### src/rtl/vec4_normalize_length_unit_macros.svh
//------------------------------------------------------------------------------
// vec4 normalize length unit assertion macros
// shared concurrent assertion forms
//------------------------------------------------------------------------------
`ifndef VEC4_NORMALIZE_LENGTH_UNIT_MACROS_SVH
`define VEC4_NORMALIZE_LENGTH_UNIT_MACROS_SVH

// implication checked every clock outside reset
`define VNL_ASSERT_IMP(lbl, ante, cons, msg) \
  lbl: assert property (@(posedge clk) disable iff (!rst_n) (ante) |-> (cons)) \
    else $error(msg);

// invariant checked every clock outside reset
`define VNL_ASSERT_ALWAYS(lbl, cond, msg) \
  lbl: assert property (@(posedge clk) disable iff (!rst_n) (cond)) \
    else $error(msg);

`endif

### src/rtl/vnl_pkg.sv
//------------------------------------------------------------------------------
// vnl_pkg
// types and constants of the vec4 normalize length unit
//------------------------------------------------------------------------------
package vnl_pkg;

  localparam int unsigned N_COMP    = 4;
  localparam int unsigned COMP_W    = 16;
  localparam int unsigned SUM_W     = 33;
  localparam int unsigned ROOT_W    = 17;
  localparam int unsigned QUO_W     = 15;
  localparam int unsigned FRAC_BITS = 14;
  localparam int unsigned DREM_W    = COMP_W + FRAC_BITS;
  localparam int unsigned ROOT_BITS = ROOT_W;
  localparam int unsigned QUO_BITS  = QUO_W;

  typedef struct packed {
    logic                               valid;
    logic [SUM_W-1:0]                   rem;
    logic [ROOT_W-1:0]                  root;
    logic [N_COMP-1:0][COMP_W-1:0]      mag;
    logic [N_COMP-1:0]                  neg;
  } sqrt_bus_t;

  typedef struct packed {
    logic                               valid;
    logic [ROOT_W-1:0]                  len;
    logic [N_COMP-1:0][DREM_W-1:0]      rem;
    logic [N_COMP-1:0][QUO_W-1:0]       quo;
    logic [N_COMP-1:0]                  neg;
  } div_bus_t;

endpackage

### src/rtl/vnl_sqrt_cell.sv
//------------------------------------------------------------------------------
// vnl_sqrt_cell
// one root bit of the square root chain, registered
//------------------------------------------------------------------------------
module vnl_sqrt_cell #(
  parameter int unsigned BIT = 0
) (
  input  logic               clk,
  input  logic               rst_n,
  input  vnl_pkg::sqrt_bus_t bus_i,
  output vnl_pkg::sqrt_bus_t bus_o
);
  import vnl_pkg::*;

  localparam int unsigned TW = SUM_W + 2;

  sqrt_bus_t  bus_r, bus_nxt;
  logic [TW-1:0] trial;

  always_comb begin
    trial   = ((TW'({bus_i.root, 1'b0}) + (TW'(1) << BIT)) << BIT);
    bus_nxt = bus_i;
    if (TW'(bus_i.rem) >= trial) begin
      bus_nxt.rem       = bus_i.rem - trial[SUM_W-1:0];
      bus_nxt.root[BIT] = 1'b1;
    end
  end

  always_ff @(posedge clk) begin
    if (!rst_n) begin
      bus_r.valid <= 1'b0;
    end else begin
      bus_r.valid <= bus_nxt.valid;
    end
    bus_r.rem  <= bus_nxt.rem;
    bus_r.root <= bus_nxt.root;
    bus_r.mag  <= bus_nxt.mag;
    bus_r.neg  <= bus_nxt.neg;
  end

  assign bus_o = bus_r;

endmodule

### config.mk
export PLATFORM = sky130hd
export DESIGN_NAME = vnl_sqrt_cell
export DESIGN_NICKNAME = d
export VERILOG_FILES = /design/src/rtl/vec4_normalize_length_unit_macros.svh /design/src/rtl/vnl_pkg.sv /design/src/rtl/vnl_sqrt_cell.sv
export SDC_FILE = /design/constraint.sdc
export NUM_CORES = 1
export LEC_CHECK = 0
export ABC_AREA = 0
export BUFFER_PORTS_ARGS = -buffer_cell sky130_fd_sc_hd__buf_2
export CAP_MARGIN = 20
export CORE_MARGIN = 2
export CORE_UTILIZATION = 46
export CTS_CLUSTER_DIAMETER = 40
export DETAILED_ROUTE_END_ITERATION = 12
export PLACE_DENSITY_LB_ADDON = 0.2
export RECOVER_POWER = 25
export SYNTH_ARGS = -nofsm -noshare
export SYNTH_HDL_FRONTEND = slang
export SYNTH_SLANG_ARGS = --single-unit
### constraint.sdc
create_clock -name clk -period 5 [get_ports clk]
set_clock_uncertainty 0.2 [all_clocks]
set_input_delay 0.5 -clock clk [delete_from_list [all_inputs] [get_ports clk]]
set_output_delay 0.5 -clock clk [all_outputs]
set_load 0.1 [all_outputs]
==> metrics.yaml <==
async_flop_share_pct: 0
layout.nets: 845
ys_warn_count: 0
overflow: 0
hp-class: "in -> reg"
clock-sinks: 119
dpl.cell_count: 702
syn_area_sq_mm: 0.00404
layout-drive-gt1-share_pct: 38.9
core_sq_mm: 0.00864
seqPwrFrac_pct: 33.4
globalRoute.busiestLayer: "met2"
ys_seq_area_share_pct: 58.9
p_int_uw: 1910
maxCapViolCount: 0
p_clk_share_pct: 37.2
grtUsageMet2_pct: 56.3
start_util_pct: 46.8
antenna_left: 0
fin_cells: 826
setup_viol: 0
flow.area_growth_from_synthesis_pct: 68.8
ioPinCount: 240
slowest_stage: "nor2_4"
synth.ff_latch_count: 119
first_iter_violations: 117
cp_slowest_stage_delay_ns: 0.59
synth_top_cell_by_area: "dfxtp_1"
max_freq_mhz: 288
die_w_um: 97.7
drtPass1Iterations: 4
relSlewSlack_pct: 43.3
pre_cts_ws_ns: 1.58
synthCells: 360
fin_crit_ns: 3.47
grt_pass1_wl_um: 22800
power_density_mw_per_mm2: 460
cp_max_fo: 35
synth_area_leaders: "dfxtp_1, ha_1, xor2_1"
globalRouteMet1Util_pct: 34.6
ys.flop_type: "dfxtp_1"
vias_per_cell: 4.98
wl_per_cell_um: 17.6
yosysUniqueCellTypes: 52
syn_nets: 500
arrival_ns: 3.67
worst_ep_required_time_ns: 5.20
met3_usage_pct: 7.30
crit_type: "in -> reg"
finalMaxSlewViolations: 0
tightest_slew_ns: 0.829
cts-htree-levels: 4
endpoint_kind: "flip-flop"
ir_drop_v: 0.000230
antenna_found_initial: 0
port_buffers: 239
cts_buffer_depth: 2
period_share_pct: 69.5
synth_edf_count: 0
final_util_pct: 79.0
layout_common_cells: "buf_2, dfxtp_1, dlygate4sd3_1, nand2_1, inv_1"
grt_start_max_net_pins: 36
cts_inserted_buffers: 17
hold_viol: 0
via_count: 4116
cts.clk_slew.worst_paths_ns: 0.07
power_leakage_uw: 0.00324
finalWorstSetupSlack_ns: 1.53
globalplace.congestion: 0.889
cp-start-kind: "primary input"
cts_resized: 0
outcome: "completed"
crit_chain: "dlygate4sd3_1 -> buf_2 -> inv_1 -> ha_1 -> a21oi_1 -> o21ai_0 -> a211oi_1 -> a21oi_4 -> nor2_4 -> mux2_2"
rsz0062_at_grt: "no"
netSwitchingFraction_pct: 39.3
finalSetupTns_ns: 0
grt_pass1_vias: 4277
cts_tree: "done"
n_antenna_cell: 0
largest_reg_flops: 119
grt_usage_pct: 30.7
synth_top_cell_area_share_pct: 58.9
syn_avg_cell_area_sq_um: 11.2
p_comb_share_pct: 29.5
die_area_sq_mm: 0.00955
die-height_um: 97.7
cts_root_buf: "clkbuf_8"
postRouteWirelength_um: 14500
final_common_cell: "buf_2"
power_switching_uw: 1230
row_count: 34
dp_hpwl_um: 8890
drc_errors: 0
## critical path: cells and delay by family
family | cells | cell delay [ns]
AO/OA/AOI/OAI | 4 | 1.05
adder cells (fa/ha/maj) | 1 | 0.36
buffers and inverters | 3 | 0.74
multiplexers | 1 | 0.40
AND/OR/NAND/NOR | 1 | 0.59
## kinds of logic (layout without fill, tap and decap cells)
family / count (synthesis) / in the layout / share of synthesized area [%]
muxes: 3 / 3 / 0.836
DFF: 119 / 119 / 58.9
buffers and inverters: 28 / 386 / 2.76
AOI/OAI and AO/OA: 74 / 74 / 14.1
xor gates and xnor gates: 25 / 25 / 5.42
and+or+nand+nor: 92 / 92 / 11.8
adders and majority gates: 19 / 19 / 6.07
## cells in the mapped netlist (3+ instances only)
cell type	count
mux2_2	3
o21bai_1	3
nor3_1	9
a21oi_1	13
nand2_1	30
and2_1	5
o21ai_0	21
dfxtp_1	119
a211oi_1	4
nand3_1	6
xnor2_1	6
nor4_1	5
a21o_1	5
xor2_1	19
or4_1	5
nor2_1	15
inv_1	23
ha_1	18
buf_2	5
a21boi_0	3
## power groups by stage
| stage | clock, uW | combinational [uW] | sequential [uW] |
|---|---|---|---|
| detailed placement | 0 | 856 | 1060 |
| floorplan | 0 | 134 | 1620 |
| global placement | 0 | 851 | 1060 |
| finish | 1170 | 925 | 1050 |
| CTS | 1170 | 916 | 1040 |
| global route | 1220 | 958 | 1050 |
## final cells by class
type | count | area [sq um]
timing repair buffer | 331 | 2100
clock buffer | 18 | 428
sequential | 119 | 2380
multi-input combinational | 213 | 1550
tap | 108 | 135
clock inverter | 14 | 141
fill | 556 | 1810
inverter | 23 | 86.3
## stage by stage
step	power (uW)	instance area [sq um]	hold slack (ns)
after CTS	3130	6840	0.000972
final	3140	6820	0.0136
after floorplan	1750	4040	0.328
after global placement	1910	5350	0.403
after global routing	3230	6820	0.00151
after detailed placement	1920	5350	0.404
## what timing repair did
action | 4_1_cts | 5_1_grt
hold buffers | 92 | 0
buffers inserted | 0 | 0
endpoints found under the hold margin | 91 | 0
endpoints found under the setup margin | 0 | 0
## per-layer routing
metal  vias to the layer above  part of all wire (%)
li1                       1959                     -
met1                      1933                    38
met2                       188                    53
met3                        36                   6.1
met4                         0                   2.6
met5                         -                     0
## final timing paths
path	depth (start not counted)	end	start
min	3	bus_o[101]$_DFF_P_	bus_i[101]
max	10	bus_o[89]$_DFF_P_	bus_i[82]
(Power assumes the default switching activity.)
