File: config.mk
export PLATFORM = sky130hd
export DESIGN_NAME = vnl_div_cell
export DESIGN_NICKNAME = d
export VERILOG_FILES = /design/src/rtl/vec4_normalize_length_unit_macros.svh /design/src/rtl/vnl_pkg.sv /design/src/rtl/vnl_div_cell.sv
export SDC_FILE = /design/constraint.sdc
export NUM_CORES = 1
export LEC_CHECK = 0
export ABC_CLOCK_PERIOD_IN_PS = 4100
export BUFFER_PORTS_ARGS = -buffer_cell sky130_fd_sc_hd__buf_2
export CAP_MARGIN = 30
export CELL_PAD_IN_SITES_DETAIL_PLACEMENT = 1
export CELL_PAD_IN_SITES_GLOBAL_PLACEMENT = 1
export CORE_AREA = 2 2 197 199
export CTS_BUF_LIST = sky130_fd_sc_hd__clkbuf_8
export DETAILED_ROUTE_END_ITERATION = 16
export DIE_AREA = 0 0 199 201
export PLACE_DENSITY = 0.72
export SLEW_MARGIN = 10
export SYNTH_ARGS = -nofsm -noshare
export SYNTH_HDL_FRONTEND = slang
export SYNTH_SLANG_ARGS = --single-unit
File: constraint.sdc
create_clock -name clk -period 4.1 [get_ports clk]
set_input_delay 0.41 -clock clk [delete_from_list [all_inputs] [get_ports clk]]
set_output_delay 0.41 -clock clk [all_outputs]
set_load 0.05 [all_outputs]
File: src/rtl/vec4_normalize_length_unit_macros.svh
//------------------------------------------------------------------------------
// vec4 normalize length unit assertion macros
// shared concurrent assertion forms
//------------------------------------------------------------------------------
`ifndef VEC4_NORMALIZE_LENGTH_UNIT_MACROS_SVH
`define VEC4_NORMALIZE_LENGTH_UNIT_MACROS_SVH

// implication checked every clock outside reset
`define VNL_ASSERT_IMP(lbl, ante, cons, msg) \
  lbl: assert property (@(posedge clk) disable iff (!rst_n) (ante) |-> (cons)) \
    else $error(msg);

// invariant checked every clock outside reset
`define VNL_ASSERT_ALWAYS(lbl, cond, msg) \
  lbl: assert property (@(posedge clk) disable iff (!rst_n) (cond)) \
    else $error(msg);

`endif

File: src/rtl/vnl_pkg.sv
//------------------------------------------------------------------------------
// vnl_pkg
// types and constants of the vec4 normalize length unit
//------------------------------------------------------------------------------
package vnl_pkg;

  localparam int unsigned N_COMP    = 4;
  localparam int unsigned COMP_W    = 16;
  localparam int unsigned SUM_W     = 33;
  localparam int unsigned ROOT_W    = 17;
  localparam int unsigned QUO_W     = 15;
  localparam int unsigned FRAC_BITS = 14;
  localparam int unsigned DREM_W    = COMP_W + FRAC_BITS;
  localparam int unsigned ROOT_BITS = ROOT_W;
  localparam int unsigned QUO_BITS  = QUO_W;

  typedef struct packed {
    logic                               valid;
    logic [SUM_W-1:0]                   rem;
    logic [ROOT_W-1:0]                  root;
    logic [N_COMP-1:0][COMP_W-1:0]      mag;
    logic [N_COMP-1:0]                  neg;
  } sqrt_bus_t;

  typedef struct packed {
    logic                               valid;
    logic [ROOT_W-1:0]                  len;
    logic [N_COMP-1:0][DREM_W-1:0]      rem;
    logic [N_COMP-1:0][QUO_W-1:0]       quo;
    logic [N_COMP-1:0]                  neg;
  } div_bus_t;

endpackage

File: src/rtl/vnl_div_cell.sv
//------------------------------------------------------------------------------
// vnl_div_cell
// one quotient bit for all four components, registered
//------------------------------------------------------------------------------
module vnl_div_cell #(
  parameter int unsigned BIT = 0
) (
  input  logic              clk,
  input  logic              rst_n,
  input  vnl_pkg::div_bus_t bus_i,
  output vnl_pkg::div_bus_t bus_o
);
  import vnl_pkg::*;

  localparam int unsigned TW = ROOT_W + QUO_W;

  div_bus_t      bus_r, bus_nxt;
  logic [TW-1:0] dtrial;

  always_comb begin
    dtrial  = TW'(bus_i.len) << BIT;
    bus_nxt = bus_i;
    for (int i = 0; i < N_COMP; i++) begin
      if (TW'(bus_i.rem[i]) >= dtrial) begin
        bus_nxt.rem[i]      = bus_i.rem[i] - dtrial[DREM_W-1:0];
        bus_nxt.quo[i][BIT] = 1'b1;
      end
    end
  end

  always_ff @(posedge clk) begin
    if (!rst_n) begin
      bus_r.valid <= 1'b0;
    end else begin
      bus_r.valid <= bus_nxt.valid;
    end
    bus_r.len <= bus_nxt.len;
    bus_r.rem <= bus_nxt.rem;
    bus_r.quo <= bus_nxt.quo;
    bus_r.neg <= bus_nxt.neg;
  end

  assign bus_o = bus_r;

endmodule

==> out/metrics.cfg <==
[synth]
synth.avg_cell_area_um2 = 9.25
synth_area_mm2 = 0.00940
synth_nets = 1292
synth_flop_cell = dfxtp_1
synth_edf_count = 0
netlist_instances = 1016
ys_warn_count = 0
synth.distinct_cells = 70
synth-async-reset-ratio_pct = 0
ys_seq_area_share_pct = 43.0
ys_seq_elements = 202

[sta]
finalCritPeriodShare_pct = 91.1
finalHoldViolCount = 0
setup_viol = 0
finalMaxSlewViolations = 0
max-slew-margin-rel_pct = 40.1
worst_pin_slew_ps = 890
fin_setup_tns_ps = 0
fin_crit_ps = 3730
rsz0062_at_grt = no
fmax_ghz = 0.268

[clock_tree]
cts_tree = done
h-tree-depth = 2
numCtsBuffers = 37
path_clk_slew_ps = 60
clock_path_buffers = 3
cts_root_buf = clkbuf_8
postCtsSetupBuffers = 0
cts_sinks = 202

[grt]
antenna_found_initial = 8
grt_use_total_pct = 19.5
grt_pass1_vias = 10300
grt_overflow = 0
grt_max_degree = 30
grt_pass1_wl_mm = 59.3

[critical_path]
worstSetupStartpointType = primary input
path_cells = dlygate4sd3_1 -> buf_2 -> inv_1 -> fa_1 -> a211oi_1 -> o21ai_1 -> nand4_1 -> o2111ai_1 -> a31oi_1 -> o311ai_4 -> buf_4 -> nor2_1 -> a21oi_1
worst_ep_arrival_time_ps = 4230
critical_path.slowest_cell = o311ai_4
cp_top_family = compound AO/OA/AOI/OAI gates
cpPeakStageDelay_ps = 830
end_kind = flop
cp_num_buf_inv = 4
critPathMaxFanout = 20
critPathRequiredTime_ps = 4590
crit_type = in2reg

[routing]
vias = 9560
firstDrtPassIters = 4
drt_iter0_drc = 284
ant_nets = 0
wirelength_mm = 39.5
wl_per_cell_um = 19.0
viasPerCell = 4.60
drc_errors = 0

[floorplanning]
start_util_pct = 24.7
die_h_um = 201
num_rows = 72
die_w_um = 199
io_pins = 406
core_region_area_mm2 = 0.0381
die_area_mm2 = 0.0400

[finish]
layout-drive-gt1-share_pct = 32.1
multi_input_area_mm2 = 0.00513
seqCellArea_mm2 = 0.00404
layout_commonest_cell = buf_2
final_cell_mix = 405 x buf_2, 202 x dfxtp_1, 90 x nand2_1, 85 x nor2_1, 85 x dlygate4sd3_1
areaGrowthSynthToFinish_pct = 45.9
nFillCells = 4570
nNetsFinal = 1806
largest_reg_flops = 202

[pwr]
p_per_area_mw_per_mm2 = 465
total_power_mw = 6.38
peakVddDrop_v = 0.000207
leakagePower_nw = 6.37

[place]
port_buffers = 405
dpl.hpwl_mm = 29.8
place_congestion = 0.815

[status]
outcome = complete, no violations

[min_path]
min_path_type = in2reg

[run]
cap_violations = 0

[power by group]
| part | internal (mW) | leakage [nW] | switching, mW |
|---|---|---|---|
| combinational | 0.592 | 4.23 | 1.46 |
| sequential | 2.19 | 1.70 | 0.0652 |
| clock | 1.17 | 0.437 | 0.904 |
[Yosys cell counts (all sizes together) (5+ instances only)]
cell / instances / area [um2]
a2111oi: 5 / 43.8
or4: 6 / 48.8
buf: 6 / 37.5
nand2b: 15 / 93.8
a21oi: 81 / 409
nand4: 11 / 68.8
nor3: 21 / 110
ha: 68 / 851
nand2: 90 / 338
nand3b: 7 / 52.6
xnor2: 52 / 455
a211oi: 6 / 50.1
nor4: 19 / 119
or3: 8 / 50.1
nand4b: 6 / 52.6
nor2b: 6 / 37.5
o21ai: 64 / 320
xor2: 48 / 420
o21a: 9 / 67.6
nor2: 85 / 319
o31ai: 7 / 52.6
mux2: 8 / 90.1
or2: 5 / 31.3
inv: 36 / 135
nand3: 16 / 80.1
o211ai: 8 / 65.1
dfxtp: 202 / 4040
clkbuf: 18 / 67.6
a31oi: 6 / 37.5
a21o: 36 / 270
o21bai: 5 / 37.5
[cells by family (layout without fill, tap and decap cells)]
group	Yosys count	in the layout	share of synthesized area, %
AOI/OAI and AO/OA	261	261	17.8
xor gates and xnor gates	100	100	9.32
adders and majority gates	72	72	9.90
buffers and inverters	60	600	2.56
DFF	202	202	43.0
muxes	9	9	1.07
other	0	4	0
and+or+nand+nor	312	312	16.4
[layer usage]
metal / part of all wire [%] / global-route usage [%] / wire length [um]
met5: 0.10 / 0 / 41
met4: 2.5 / 6.50 / 987
met3: 6.2 / 5.02 / 2440
met2: 50 / 34.6 / 19700
met1: 41 / 22.5 / 16300
[through the flow]
step / cells / area (um2) / util (%) / hold WS (ps) / setup WS (ps)
2_1_floorplan: 1016 / 9400 / - / 438 / 1120
3_3_place_gp: 1924 / 12100 / 31.6 / 512 / 520
3_5_place_dp: 1924 / 12100 / 31.6 / 514 / 349
4_1_cts: 2074 / 13700 / 36.0 / 0.210 / 374
5_1_grt: 2077 / 13700 / 36.0 / 21.3 / 87.1
6_report: 2078 / 13700 / 36.0 / 44.5 / 365
[area by class of cell]
class,instances,area share (%)
flip-flops and latches,202,29.5
multi-input cells,754,37.4
inverters,36,0.986
well taps,518,4.73
diodes,4,0.0730
clock buffers,51,5.12
repair buffers,499,21.5
clock inverters,14,0.684
[worst paths after layout]
check | start | end | slack [ps] | cells after the start
hold / removal | bus_i[152] | bus_o[152]$_DFF_P_ | 40 | 2
setup / recovery | bus_i[185] | bus_o[72]$_DFF_P_ | 370 | 13
[timing repair]
| item | in CTS | in global routing |
|---|---|---|
| resized for setup | 0 | 0 |
| hold endpoints to repair | 85 | 0 |
| hold buffers | 85 | 0 |
No activity file was read; power rests on OpenSTA's default activity.
